**config.mk**
```make
export PLATFORM = sky130hd
export DESIGN_NAME = xoshiro256ss_random_generator_top
export DESIGN_NICKNAME = d
export VERILOG_FILES = /design/src/design/xss_pkg.sv /design/src/design/xoshiro256ss_random_generator_top.sv /design/src/design/xss_serial_mul.sv /design/src/design/xss_serial_rem.sv
export SDC_FILE = /design/constraint.sdc
export NUM_CORES = 2
export LEC_CHECK = 0
export BUFFER_PORTS_ARGS = -buffer_cell sky130_fd_sc_hd__buf_2
export CAP_MARGIN = 0
export CORE_MARGIN = 5
export CORE_UTILIZATION = 49
export CTS_CLUSTER_DIAMETER = 60
export DETAILED_ROUTE_END_ITERATION = 8
export PLACE_DENSITY = 0.71
export SYNTH_ARGS = -nofsm -noshare
export SYNTH_HDL_FRONTEND = slang
export SYNTH_SLANG_ARGS = --single-unit
```
**constraint.sdc**
```tcl
create_clock -name clk_i -period 19.1 [get_ports clk_i]
set_input_delay 0.955 -clock clk_i [delete_from_list [all_inputs] [get_ports clk_i]]
set_output_delay 0.955 -clock clk_i [all_outputs]
set_load 0.005 [all_outputs]
```
**src/design/xss_pkg.sv**
```systemverilog
// Shared types and constants for the xoshiro256** generator.
// No dependencies; used by every module of the block.
`default_nettype none

package xss_pkg;

  localparam int unsigned WORD_W     = 64;
  localparam int unsigned CNT_W      = 6;    // bit counter of the serial units
  localparam int unsigned CMD_W      = 3;
  localparam int unsigned IN_TDATA_W = 136;  // 3 + 64 + 64 bits, padded to bytes

  localparam logic [WORD_W-1:0] GOLDEN_GAMMA = 64'h9e37_79b9_7f4a_7c15;
  localparam logic [WORD_W-1:0] MIX_MUL_A    = 64'hbf58_476d_1ce4_e5b9;
  localparam logic [WORD_W-1:0] MIX_MUL_B    = 64'h94d0_49bb_1331_11eb;

  localparam int unsigned FRAC_SHIFT = 11;   // 64 - 53 fraction bits

  typedef enum logic [CMD_W-1:0] {
    CMD_RAW    = 3'd0,
    CMD_BELOW  = 3'd1,
    CMD_RANGE  = 3'd2,
    CMD_UNIT   = 3'd3,
    CMD_RESEED = 3'd4
  } cmd_e;

  typedef enum logic [3:0] {
    ST_IDLE,
    ST_SETUP,
    ST_FLOOR,
    ST_FLOOR_WAIT,
    ST_DRAW,
    ST_DRAW2,
    ST_CHECK,
    ST_MOD_WAIT,
    ST_SEED,
    ST_MULA_WAIT,
    ST_MULB_WAIT,
    ST_SEED_FIX,
    ST_DONE
  } state_e;

endpackage

`default_nettype wire

```
**src/design/xoshiro256ss_random_generator_top.sv**
```systemverilog
// xoshiro256** generator with SplitMix64 reseeding: sequencer, state and output register.
// Depends on xss_pkg, xss_serial_mul and xss_serial_rem.
//
// Commands arrive on s_axis, one transfer each; every command gives exactly one result
// transfer on m_axis. The seed register (seed_we_i/seed_wdata_i) is to be written by the user
// only while the block is idle; the block itself does not enforce this. It only takes effect
// at the next reseed command. s_axis_tready is high only in idle, which the sequencer
// enters as the result is loaded, so one command is in flight at a time.
// Sequencer steps per command:
//   raw draw, unit fraction: setup, two draw steps, done. Range with high not above low,
//   unused command: setup, done. Bound zero, full range: setup, floor, done.
//   below a bound / range draw: two passes of the serial remainder unit
//   (rejection floor, then the final modulo), plus a redraw per rejected draw.
//   reseed: four words of two serial multiplies each.
// Reset clears the seed register to 0 and runs the reseed sequence on its own
// (no result) before s_axis_tready rises.
// A finished result waits in the output register while the next command is taken;
// a further result holds in the sequencer until m_axis_tready.
`default_nettype none

module xoshiro256ss_random_generator_top (
  input  wire logic                           clk_i,
  input  wire logic                           rst_ni,
  // seed register write
  input  wire logic                           seed_we_i,
  input  wire logic [xss_pkg::WORD_W-1:0]     seed_wdata_i,
  // command stream
  input  wire logic                           s_axis_tvalid,
  output logic                                s_axis_tready,
  // [2:0] cmd, [66:3] limit_or_low, [130:67] range_high, [135:131] zero
  input  wire logic [xss_pkg::IN_TDATA_W-1:0] s_axis_tdata,
  // result stream
  output logic                                m_axis_tvalid,
  input  wire logic                           m_axis_tready,
  // [63:0] value
  output logic      [xss_pkg::WORD_W-1:0]     m_axis_tdata
);

  localparam int unsigned W = xss_pkg::WORD_W;

  xss_pkg::state_e state_q, state_d;

  logic [xss_pkg::CMD_W-1:0] cmd_q;
  logic [W-1:0]              lim_q;     // limit_or_low
  logic [W-1:0]              hi_q;      // range_high
  logic [W-1:0]              seed_q;
  logic [3:0][W-1:0]         words_q;
  logic [W-1:0]              acc_q;     // SplitMix64 running counter
  logic [1:0]                idx_q;
  logic                      init_q;    // reseed after reset, no result
  logic [W-1:0]              bound_q;
  logic [W-1:0]              offset_q;
  logic [W-1:0]              floor_q;
  logic [W-1:0]              tmp_q;     // rotl(s1*5, 7)
  logic [W-1:0]              draw_q;
  logic [W-1:0]              res_q;
  logic [W-1:0]              out_q;
  logic                      out_valid_q;

  logic         accept;
  logic         out_load;
  logic         mul_start, mul_done;
  logic [W-1:0] mul_a, mul_b, mul_p;
  logic         rem_start, rem_done;
  logic [W-1:0] rem_n, rem_d, rem_r;

  // draw datapath
  logic [W-1:0] s1x5, draw_now, t2, t3;
  logic [W-1:0] nw0, nw1, nw2, nw3;
  logic [W-1:0] acc_next, mix_a_in, mix_b_in, mix_out;
  logic [W-1:0] span;
  logic         all_zero;

  assign accept   = s_axis_tvalid && s_axis_tready;
  assign out_load = (state_q == xss_pkg::ST_DONE) && (!out_valid_q || m_axis_tready);

  assign s1x5     = words_q[1] + {words_q[1][W-3:0], 2'b00};
  assign draw_now = tmp_q + {tmp_q[W-4:0], 3'b000};
  assign t2       = words_q[2] ^ words_q[0];
  assign t3       = words_q[3] ^ words_q[1];
  assign nw0      = words_q[0] ^ t3;
  assign nw1      = words_q[1] ^ t2;
  assign nw2      = t2 ^ {words_q[1][W-18:0], 17'd0};
  assign nw3      = {t3[W-46:0], t3[W-1:W-45]};

  assign acc_next = acc_q + xss_pkg::GOLDEN_GAMMA;
  assign mix_a_in = acc_next ^ (acc_next >> 30);
  assign mix_b_in = mul_p ^ (mul_p >> 27);
  assign mix_out  = mul_p ^ (mul_p >> 31);
  assign span     = hi_q - lim_q + 64'd1;
  assign all_zero = ~|(words_q[0] | words_q[1] | words_q[2] | words_q[3]);

  xss_serial_mul u_mul (
    .clk_i   (clk_i),
    .rst_ni  (rst_ni),
    .start_i (mul_start),
    .a_i     (mul_a),
    .b_i     (mul_b),
    .done_o  (mul_done),
    .prod_o  (mul_p)
  );

  xss_serial_rem u_rem (
    .clk_i   (clk_i),
    .rst_ni  (rst_ni),
    .start_i (rem_start),
    .num_i   (rem_n),
    .den_i   (rem_d),
    .done_o  (rem_done),
    .rem_o   (rem_r)
  );

  // next state
  always_comb begin
    state_d = state_q;
    case (state_q)
      xss_pkg::ST_IDLE: begin
        if (accept) state_d = xss_pkg::ST_SETUP;
      end
      xss_pkg::ST_SETUP: begin
        case (cmd_q)
          xss_pkg::CMD_RAW, xss_pkg::CMD_UNIT: state_d = xss_pkg::ST_DRAW;
          xss_pkg::CMD_BELOW:                  state_d = xss_pkg::ST_FLOOR;
          xss_pkg::CMD_RANGE: begin
            if (hi_q <= lim_q) state_d = xss_pkg::ST_DONE;
            else               state_d = xss_pkg::ST_FLOOR;
          end
          xss_pkg::CMD_RESEED:                 state_d = xss_pkg::ST_SEED;
          default:                             state_d = xss_pkg::ST_DONE;
        endcase
      end
      xss_pkg::ST_FLOOR: begin
        if (bound_q == '0) state_d = xss_pkg::ST_DONE;
        else               state_d = xss_pkg::ST_FLOOR_WAIT;
      end
      xss_pkg::ST_FLOOR_WAIT: begin
        if (rem_done) state_d = xss_pkg::ST_DRAW;
      end
      xss_pkg::ST_DRAW:  state_d = xss_pkg::ST_DRAW2;
      xss_pkg::ST_DRAW2: begin
        if (cmd_q == xss_pkg::CMD_RAW || cmd_q == xss_pkg::CMD_UNIT) begin
          state_d = xss_pkg::ST_DONE;
        end else begin
          state_d = xss_pkg::ST_CHECK;
        end
      end
      xss_pkg::ST_CHECK: begin
        if (draw_q >= floor_q) state_d = xss_pkg::ST_MOD_WAIT;
        else                   state_d = xss_pkg::ST_DRAW;
      end
      xss_pkg::ST_MOD_WAIT: begin
        if (rem_done) state_d = xss_pkg::ST_DONE;
      end
      xss_pkg::ST_SEED: state_d = xss_pkg::ST_MULA_WAIT;
      xss_pkg::ST_MULA_WAIT: begin
        if (mul_done) state_d = xss_pkg::ST_MULB_WAIT;
      end
      xss_pkg::ST_MULB_WAIT: begin
        if (mul_done) begin
          if (idx_q == 2'd3) state_d = xss_pkg::ST_SEED_FIX;
          else               state_d = xss_pkg::ST_SEED;
        end
      end
      xss_pkg::ST_SEED_FIX: begin
        if (init_q) state_d = xss_pkg::ST_IDLE;
        else        state_d = xss_pkg::ST_DONE;
      end
      xss_pkg::ST_DONE: begin
        if (out_load) state_d = xss_pkg::ST_IDLE;
      end
      default: state_d = xss_pkg::ST_IDLE;
    endcase
  end

  // unit controls
  always_comb begin
    s_axis_tready = 1'b0;
    mul_start     = 1'b0;
    mul_a         = mix_a_in;
    mul_b         = xss_pkg::MIX_MUL_A;
    rem_start     = 1'b0;
    rem_n         = '0 - bound_q;
    rem_d         = bound_q;
    case (state_q)
      xss_pkg::ST_IDLE: s_axis_tready = 1'b1;
      xss_pkg::ST_FLOOR: rem_start = (bound_q != '0);
      xss_pkg::ST_CHECK: begin
        rem_start = (draw_q >= floor_q);
        rem_n     = draw_q;
      end
      xss_pkg::ST_SEED: mul_start = 1'b1;
      xss_pkg::ST_MULA_WAIT: begin
        mul_start = mul_done;
        mul_a     = mix_b_in;
        mul_b     = xss_pkg::MIX_MUL_B;
      end
      default: ;
    endcase
  end

  always_ff @(posedge clk_i or negedge rst_ni) begin
    if (!rst_ni) begin
      state_q     <= xss_pkg::ST_SEED;
      seed_q      <= '0;
      acc_q       <= '0;
      idx_q       <= '0;
      init_q      <= 1'b1;
      out_valid_q <= 1'b0;
    end else begin
      state_q <= state_d;
      if (seed_we_i) seed_q <= seed_wdata_i;
      if (out_load) begin
        out_valid_q <= 1'b1;
      end else if (m_axis_tready) begin
        out_valid_q <= 1'b0;
      end
      case (state_q)
        xss_pkg::ST_SETUP: begin
          if (cmd_q == xss_pkg::CMD_RESEED) begin
            acc_q <= seed_q;
            idx_q <= '0;
          end
        end
        xss_pkg::ST_SEED: acc_q <= acc_next;
        xss_pkg::ST_MULB_WAIT: begin
          if (mul_done) idx_q <= idx_q + 2'd1;
        end
        xss_pkg::ST_SEED_FIX: init_q <= 1'b0;
        default: ;
      endcase
    end
  end

  // payload
  always_ff @(posedge clk_i) begin
    if (accept) begin
      cmd_q <= s_axis_tdata[2:0];
      lim_q <= s_axis_tdata[66:3];
      hi_q  <= s_axis_tdata[130:67];
    end
    if (out_load) out_q <= res_q;
    case (state_q)
      xss_pkg::ST_SETUP: begin
        if (cmd_q == xss_pkg::CMD_RANGE) begin
          offset_q <= lim_q;
          bound_q  <= span;
          res_q    <= lim_q;
        end else begin
          offset_q <= '0;
          bound_q  <= lim_q;
          res_q    <= '0;
        end
      end
      xss_pkg::ST_FLOOR: res_q <= offset_q;
      xss_pkg::ST_FLOOR_WAIT: begin
        if (rem_done) floor_q <= rem_r;
      end
      xss_pkg::ST_DRAW: begin
        tmp_q      <= {s1x5[W-8:0], s1x5[W-1:W-7]};
        words_q[0] <= nw0;
        words_q[1] <= nw1;
        words_q[2] <= nw2;
        words_q[3] <= nw3;
      end
      xss_pkg::ST_DRAW2: begin
        draw_q <= draw_now;
        if (cmd_q == xss_pkg::CMD_UNIT) res_q <= draw_now >> xss_pkg::FRAC_SHIFT;
        else                            res_q <= draw_now;
      end
      xss_pkg::ST_MOD_WAIT: begin
        if (rem_done) res_q <= offset_q + rem_r;
      end
      xss_pkg::ST_MULB_WAIT: begin
        if (mul_done) words_q[idx_q] <= mix_out;
      end
      xss_pkg::ST_SEED_FIX: begin
        res_q <= '0;
        if (all_zero) words_q[0] <= xss_pkg::GOLDEN_GAMMA;
      end
      default: ;
    endcase
  end

  assign m_axis_tvalid = out_valid_q;
  assign m_axis_tdata  = out_q;

endmodule

`default_nettype wire

```
**src/design/xss_serial_mul.sv**
```systemverilog
// Bit-serial multiplier: low 64 bits of a * b, one multiplier bit per cycle.
// Depends on xss_pkg.
`default_nettype none

module xss_serial_mul (
  input  wire logic                       clk_i,
  input  wire logic                       rst_ni,
  input  wire logic                       start_i,
  input  wire logic [xss_pkg::WORD_W-1:0] a_i,
  input  wire logic [xss_pkg::WORD_W-1:0] b_i,
  output logic                            done_o,
  output logic      [xss_pkg::WORD_W-1:0] prod_o
);

  logic                       run_q;
  logic                       done_q;
  logic [xss_pkg::CNT_W-1:0]  cnt_q;
  logic [xss_pkg::WORD_W-1:0] acc_q;
  logic [xss_pkg::WORD_W-1:0] a_q;
  logic [xss_pkg::WORD_W-1:0] b_q;

  always_ff @(posedge clk_i or negedge rst_ni) begin
    if (!rst_ni) begin
      run_q  <= 1'b0;
      done_q <= 1'b0;
      cnt_q  <= '0;
    end else begin
      // one-cycle pulse after the last bit
      done_q <= run_q && !start_i && (cnt_q == {xss_pkg::CNT_W{1'b1}});
      if (start_i) begin
        run_q <= 1'b1;
        cnt_q <= '0;
      end else if (run_q) begin
        cnt_q <= cnt_q + 1'b1;
        if (cnt_q == {xss_pkg::CNT_W{1'b1}}) begin
          run_q <= 1'b0;
        end
      end
    end
  end

  // shift-add datapath
  always_ff @(posedge clk_i) begin
    if (start_i) begin
      acc_q <= '0;
      a_q   <= a_i;
      b_q   <= b_i;
    end else if (run_q) begin
      if (b_q[0]) begin
        acc_q <= acc_q + a_q;
      end
      a_q <= {a_q[xss_pkg::WORD_W-2:0], 1'b0};
      b_q <= {1'b0, b_q[xss_pkg::WORD_W-1:1]};
    end
  end

  assign done_o = done_q;
  assign prod_o = acc_q;

endmodule

`default_nettype wire

```
**src/design/xss_serial_rem.sv**
```systemverilog
// Restoring remainder unit: n mod d, one dividend bit per cycle.
// Depends on xss_pkg. Divisor must be non-zero.
`default_nettype none

module xss_serial_rem (
  input  wire logic                       clk_i,
  input  wire logic                       rst_ni,
  input  wire logic                       start_i,
  input  wire logic [xss_pkg::WORD_W-1:0] num_i,
  input  wire logic [xss_pkg::WORD_W-1:0] den_i,
  output logic                            done_o,
  output logic      [xss_pkg::WORD_W-1:0] rem_o
);

  logic                       run_q;
  logic                       done_q;
  logic [xss_pkg::CNT_W-1:0]  cnt_q;
  logic [xss_pkg::WORD_W-1:0] num_q;
  logic [xss_pkg::WORD_W-1:0] den_q;
  logic [xss_pkg::WORD_W-1:0] rem_q;
  logic [xss_pkg::WORD_W:0]   trial;
  logic [xss_pkg::WORD_W:0]   diff;

  assign trial = {rem_q, num_q[xss_pkg::WORD_W-1]};
  assign diff  = trial - {1'b0, den_q};

  always_ff @(posedge clk_i or negedge rst_ni) begin
    if (!rst_ni) begin
      run_q  <= 1'b0;
      done_q <= 1'b0;
      cnt_q  <= '0;
    end else begin
      // one-cycle pulse after the last bit
      done_q <= run_q && !start_i && (cnt_q == {xss_pkg::CNT_W{1'b1}});
      if (start_i) begin
        run_q <= 1'b1;
        cnt_q <= '0;
      end else if (run_q) begin
        cnt_q <= cnt_q + 1'b1;
        if (cnt_q == {xss_pkg::CNT_W{1'b1}}) begin
          run_q <= 1'b0;
        end
      end
    end
  end

  always_ff @(posedge clk_i) begin
    if (start_i) begin
      num_q <= num_i;
      den_q <= den_i;
      rem_q <= '0;
    end else if (run_q) begin
      num_q <= {num_q[xss_pkg::WORD_W-2:0], 1'b0};
      // borrow clear: trial fits, keep difference (always below den)
      if (!diff[xss_pkg::WORD_W]) begin
        rem_q <= diff[xss_pkg::WORD_W-1:0];
      end else begin
        rem_q <= trial[xss_pkg::WORD_W-1:0];
      end
    end
  end

  assign done_o = done_q;
  assign rem_o  = rem_q;

endmodule

`default_nettype wire
```
# Word level (Yosys, flattened, before mapping)
# Cells that the tools add are included.
[totals] input_bits=205 reg_bits=1371
[op_classes] addsub=12 n_reduce_logical=34 magnitude_cmp=4 muxes=56 n_bitwise=11 n_eq_ne=27
[op_table] operator="two-way mux 64 bit" n=16
[op_table] operator="case mux 192 bit (2 select lines)" n=1
[op_table] operator="case mux 64 bit (5 select lines)" n=1
[op_table] operator="bitwise XOR 64 bit" n=5
[op_table] operator="adder 64 bit" n=4
[op_table] operator="bitwise mux 256 bit" n=1
[op_table] operator="two-way mux 256 bit" n=1
[op_table] operator="bitwise OR 64 bit" n=3
[op_table] operator="case mux 64 bit (3 select lines)" n=1
[op_table] operator="demux 64 bit (select 2 bit)" n=1
[op_table] operator="case mux 64 bit (2 select lines)" n=1
[op_table] operator="subtractor 65 x 64 -> 65 bit" n=1
[op_table] operator="adder 64 x 1 -> 64 bit (second input constant)" n=1
[op_table] operator="adder 64 bit (second input constant)" n=1
[op_table] operator=">= comparator 64 bit" n=1
[op_table] operator="<= comparator 64 bit" n=1
[op_table] operator="zero test 64 bit" n=1
[op_table] operator="nonzero test 64 bit" n=1
[op_table] operator="OR reduction 64 bit" n=1
[op_table] operator="subtractor 1 x 64 -> 64 bit (first input constant)" n=1
[op_table] operator="subtractor 64 bit" n=1
[op_table] operator="bitwise XOR 64 x 33 -> 64 bit" n=1
[op_table] operator="bitwise XOR 64 x 34 -> 64 bit" n=1
[op_table] operator="bitwise XOR 64 x 37 -> 64 bit" n=1
[op_table] operator="36 further kinds" n=96

# Longest topological paths before layout
[logic_depth] word_depth=7 ltp_mapped=17 mapped_depth_nobuf=17

# By module
# From an unflattened synthesis, not the netlist that was laid out.
[unflattened] cells_unflattened=8686 hier_area_um2=86958.4
[modules_own_cells] mod="xoshiro256ss_random_generator_top" seq_area_each_um2=28479.8 cells_per_inst=6379 n_inst=1 area_per_inst_um2=63275.7
[modules_own_cells] mod="xss_serial_rem" seq_area_each_um2=5325.1 cells_per_inst=1200 n_inst=1 area_per_inst_um2=12009.0
[modules_own_cells] mod="xss_serial_mul" seq_area_each_um2=5325.1 cells_per_inst=1107 n_inst=1 area_per_inst_um2=11673.7

# Worst setup path before layout
# OpenSTA, ideal clock, no wires.
[synth_timing] path_type="register to register" start="reg state_q[1]" end="reg res_q[0], enable pin" setup_slack_ns=4.511 stages_incl_launch_ff=7 n_path_buf=1 synth_period_minus_slack_ns=14.589 arrival_time_ns=14.081 path_cell_list="dfrtp_1 -> clkbuf_1 -> inv_1 -> nand2_1 -> nor3_1 -> inv_1 -> a21oi_1"
[synth_between] elab_chain_cells=3 word_cells_on_any_way=8 cone_classes="eq/ne (6); reduce/logical (2)"
[synth_rtl] element="start, declared" line="xoshiro256ss_random_generator_top.sv:41" text="xss_pkg::state_e state_q, state_d;"
[synth_rtl] element="start signal, assigned" line="xoshiro256ss_random_generator_top.sv:203" text="state_q <= xss_pkg::ST_SEED;"
[synth_rtl] element="start signal, assigned" line="xoshiro256ss_random_generator_top.sv:210" text="state_q <= state_d;"
[synth_rtl] element="== test 4 bit, or another cell as far along" line="xoshiro256ss_random_generator_top.sv:242" text="case (state_q)"
[synth_rtl] element="nonzero test 5 bit (no source line) or != test 2 x 1 -> 1 bit (tied branches)"
[synth_rtl] element="AND reduction 2 bit (no source line) *"
[synth_rtl] element="end signal, assigned" line="xoshiro256ss_random_generator_top.sv:247" text="res_q <= lim_q;"
[synth_rtl] element="end signal, assigned" line="xoshiro256ss_random_generator_top.sv:254" text="xss_pkg::ST_FLOOR: res_q <= offset_q;"
[synth_rtl] element="end signal, assigned" line="xoshiro256ss_random_generator_top.sv:267" text="if (cmd_q == xss_pkg::CMD_UNIT) res_q <= draw_now >> xss_pkg::FRAC_SHIFT;"
[synth_rtl] element="end, declared" line="xoshiro256ss_random_generator_top.sv:56" text="logic [W-1:0] res_q;"
# Every way passes the cells marked *; elsewhere a longest branch is shown, timed or not.
# A chain may end at the register's enable or synchronous reset.

# Worst setup path in the final report
[layout_timing] start="reg draw_q[0]" end="reg u_rem.num_q[3] (netlist bit) (data pin)"
[layout_between] elab_chain_cells=3
[layout_rtl] element="start, declared" line="xoshiro256ss_random_generator_top.sv:55" text="logic [W-1:0] draw_q;"
[layout_rtl] element="start signal, assigned" line="xoshiro256ss_random_generator_top.sv:266" text="draw_q <= draw_now;"
[layout_rtl] element=">= comparator 64 bit" line="xoshiro256ss_random_generator_top.sv:188" text="rem_start = (draw_q >= floor_q);"
[layout_rtl] element="case mux 1 bit (2 select lines)" line="xoshiro256ss_random_generator_top.sv:184" text="case (state_q)"
[layout_rtl] element="two-way mux 64 bit" line="xss_serial_rem.sv:48" text="if (start_i) begin"
[layout_rtl] element="end signal, assigned" line="xss_serial_rem.sv:49" text="num_q <= num_i;"
[layout_rtl] element="end signal, assigned" line="xss_serial_rem.sv:53" text="num_q <= {num_q[xss_pkg::WORD_W-2:0], 1'b0};"
[layout_rtl] element="end, declared" line="xss_serial_rem.sv:18" text="logic [xss_pkg::WORD_W-1:0] num_q;"
# No other way between the ends.

==> Flow_metrics.wiki <==
{| class="wikitable"
! Metric !! Value
|-
| Result of the run || completed
|-
| WL final || 274800 um
|-
| Post-layout instance count excluding filler cells || 11.21k
|-
| Average cell area after synthesis || 9.840 um2
|-
| Average via count per standard cell || 6.235
|-
| Largest driver fanout on the critical path || 97
|-
| Initial DRC Count || 8892
|-
| Unrepaired setup endpoints after global routing || no
|-
| Full die area || 0.1834 mm2
|-
| DP Cell Count || 10.91k
|-
| Finish-stage setup viols || 0
|-
| Start-to-end type of the worst setup path || reg -> reg
|-
| DRC violations left || 0
|-
| CTS sink count || 1371
|-
| HPWL after detailed placement || 204900 um
|-
| Remaining global-route overflow || 0
|-
| Quantity of gates resized following cts || 0
|-
| Arrival time reported for the critical path endpoint || 6.57 ns
|-
| Standby leakage power || 36.21 nW
|-
| Post-CTS setup repair buffer count || 0
|-
| Startpoint of the worst register-to-register path || draw_q[0]
|-
| Share of cells above drive strength 1 || 0.09291
|-
| Nets@finish || 9499
|-
| Net count of the mapped netlist || 9464
|-
| Total clock buffers created by CTS || 160
|-
| Cell at the root of the clock tree || sky130_fd_sc_hd__clkbuf_16
|-
| Total power per unit cell area || 68.18 mW/mm2
|-
| Final setup TNS || 0 ns
|-
| Worst supply voltage drop on vdd || 95.52 uV
|-
| Launching element of the worst setup path || draw_q[0]
|-
| Boundary Pins || 271
|-
| Achievable frequency || 165.3 MHz
|-
| Relative area change from synthesis to final layout || 10.25%
|-
| Cells after synthesis || 8711
|-
| Leading cell type in the layout, fill and taps excluded || sky130_fd_sc_hd__edfxtp_1
|-
| EDFF count, synth || 1091
|-
| Share of Yosys cell area claimed by the top area cell type || 0.3822
|-
| Register name with the most flops || words_q
|-
| Wire length of the first global-routing pass || 409400 um
|-
| Async S/R FF share, synth || 0.1109
|-
| Most frequent cells in the layout || sky130_fd_sc_hd__edfxtp_1, sky130_fd_sc_hd__nand2_1, sky130_fd_sc_hd__nor2_1
|-
| Total power || 6.443 mW
|-
| Worst clock skew || 0.07438 ns
|-
| Top cell type by total area after synthesis || sky130_fd_sc_hd__edfxtp_1
|-
| Max-slew violation count || 0
|-
| Placeable Area || 0.1740 mm2
|-
| Yosys warns || 0
|-
| Transition time of the tightest slew-check pin || 1.312 ns
|-
| Classification of the worst-slack hold path || in -> async
|-
| Most instantiated flip-flop cell in the synthesis netlist || sky130_fd_sc_hd__edfxtp_1
|-
| Distinct cell type count of the synthesized netlist || 109
|-
| Count of hold-fix buffers inserted at cts || 0
|-
| Largest net degree at the start of global routing || 206
|-
| Number of flip-flops under the largest register name || 256
|-
| Ranking of synthesized cells by area || sky130_fd_sc_hd__edfxtp_1, sky130_fd_sc_hd__ha_1, sky130_fd_sc_hd__xnor2_1
|-
| Port bufs || 265
|-
| Buffer levels on the longest clock path || 3
|-
| Slew HR || 0.1189
|-
| CTS tree || yes
|-
| # rows || 153
|-
| Hold slack final || 0.2637 ns
|-
| Total GRT Usage || 0.2876
|-
| Number of antenna violations at the first check in global routing || 10
|-
| Setup slack at placement || 13.09 ns
|-
| Synth Cell Area || 0.08571 mm2
|-
| Number of antenna-violating nets in the routed design || 0
|-
| Via count of the first global-routing pass || 67.15k
|-
| Clock latency reported for the late side of the worst-skew pair || 0.84 ns
|-
| Cell area after placement || 0.08897 mm2
|-
| H-tree Lvls || 4
|-
| Post-Layout Inst Area || 0.09450 mm2
|-
| Number of vias in the routed layout || 69.92k
|-
| Number of flip-flops and latches in the synthesized netlist || 1371
|-
| Element type at the critical path end || register
|-
| Final-report hold violation count || 0
|-
| Gp weighted congestion || 1.007
|-
| Nature of the critical path startpoint || register
|-
| Y dimension of the die || 428.2 um
|-
| Req. time, crit path || 19.62 ns
|-
| Final setup margin || 13.05 ns
|-
| Period utilisation layout || 0.3167
|-
| Utilization after layout || 0.5431
|-
| Initial core utilization || 0.4926
|-
| Die Width || 428.2 um
|-
| Clk slew on worst S/H paths || 0.06 ns
|-
| Wire length per cell || 24.51 um
|-
| Portion of the post-synthesis area used by sequential elements || 0.4565
|-
| Final critical-path required period || 6.049 ns
|-
| Drt first pass iters || 8
|-
| Number of violations of the max-capacitance limit || 0
|}
[cell type report]
class                      count  area [um2]
clock buffer                 192        4319
inverter                     349        1311
sequential                  1371       39130
tap                         2325        2909
multi-input combinational   6515       43640
clock inverter               104        1182
fill                       15034       79520
timing repair buffer         349        1976
antenna                        9       22.52
[cells in the mapped netlist, drive strengths merged, types with 63 or more instances]
cell type     n
nor3        144
dfrtp       150
a21oi       683
inv         348
xor2        347
a211oi      101
nand3       192
nor2        713
mux2         64
dfxtp       128
o211ai       63
a21o        278
nor4         98
xnor2       471
nand2       867
and3         69
ha          511
o21ai       699
nand4       140
o21bai       68
clkbuf      410
edfxtp     1091
buf          66
a31oi        88
[worst max-delay path, cell delays in order (launching register included)]
cell	delay [ns]
sky130_fd_sc_hd__edfxtp_1	0.38
sky130_fd_sc_hd__inv_1	0.06
sky130_fd_sc_hd__ha_1	0.26
sky130_fd_sc_hd__nand2b_1	0.09
sky130_fd_sc_hd__a21o_1	0.11
sky130_fd_sc_hd__a21o_1	0.11
sky130_fd_sc_hd__a21oi_1	0.07
sky130_fd_sc_hd__o221ai_1	0.31
sky130_fd_sc_hd__a41oi_1	0.25
sky130_fd_sc_hd__o21ai_0	0.57
sky130_fd_sc_hd__nand3_1	0.32
sky130_fd_sc_hd__nand3_4	0.63
sky130_fd_sc_hd__buf_4	0.84
sky130_fd_sc_hd__buf_4	0.58
sky130_fd_sc_hd__buf_4	0.78
sky130_fd_sc_hd__a31oi_1	0.19
[metal layers]
| metal | global-route usage | share of wire | up-vias | routed length [um] |
|---|---|---|---|---|
| met3 | 0.04465 | 0.083 | 796 | 22780 |
| li1 | - | - | 32151 | - |
| met4 | 0.2064 | 0.085 | 4 | 23270 |
| met1 | 0.3641 | 0.39 | 33476 | 106100 |
| met5 | 0 | 0.000098 | - | 27 |
| met2 | 0.4507 | 0.45 | 3492 | 122700 |
[cell families after synthesis]
group / Yosys count / share of synthesized area
AOI/OAI and AO/OA: 2536 / 0.1919
xor gates and xnor gates: 818 / 0.08358
adders and majority gates: 548 / 0.08323
buffers and inverters: 825 / 0.03716
DFF: 1371 / 0.4565
muxes: 99 / 0.01250
and+or+nand+nor: 2514 / 0.1351
[final timing paths]
kind / end / slack [ns] / cells past startpoint
min reg2reg: m_axis_tdata[14] / 0.42 / 0
max in group asynchronous: u_rem.run_q / 17.50 / 2
max: u_rem.num_q[3] / 13.05 / 15
min: seed_q[10] / 0.26 / 1
max reg2reg: u_rem.num_q[3] / 13.05 / 15
min in group clk_i: hi_q[32] / 0.29 / 1
[power breakdown]
part,total (mW),leakage [nW],switching (mW),internal (mW)
combinational,0.0510,21.6,0.0242,0.0267
sequential,3.21,11.9,0.00945,3.20
clock,3.18,2.68,1.33,1.85
Power figures use the tool's default switching activity.
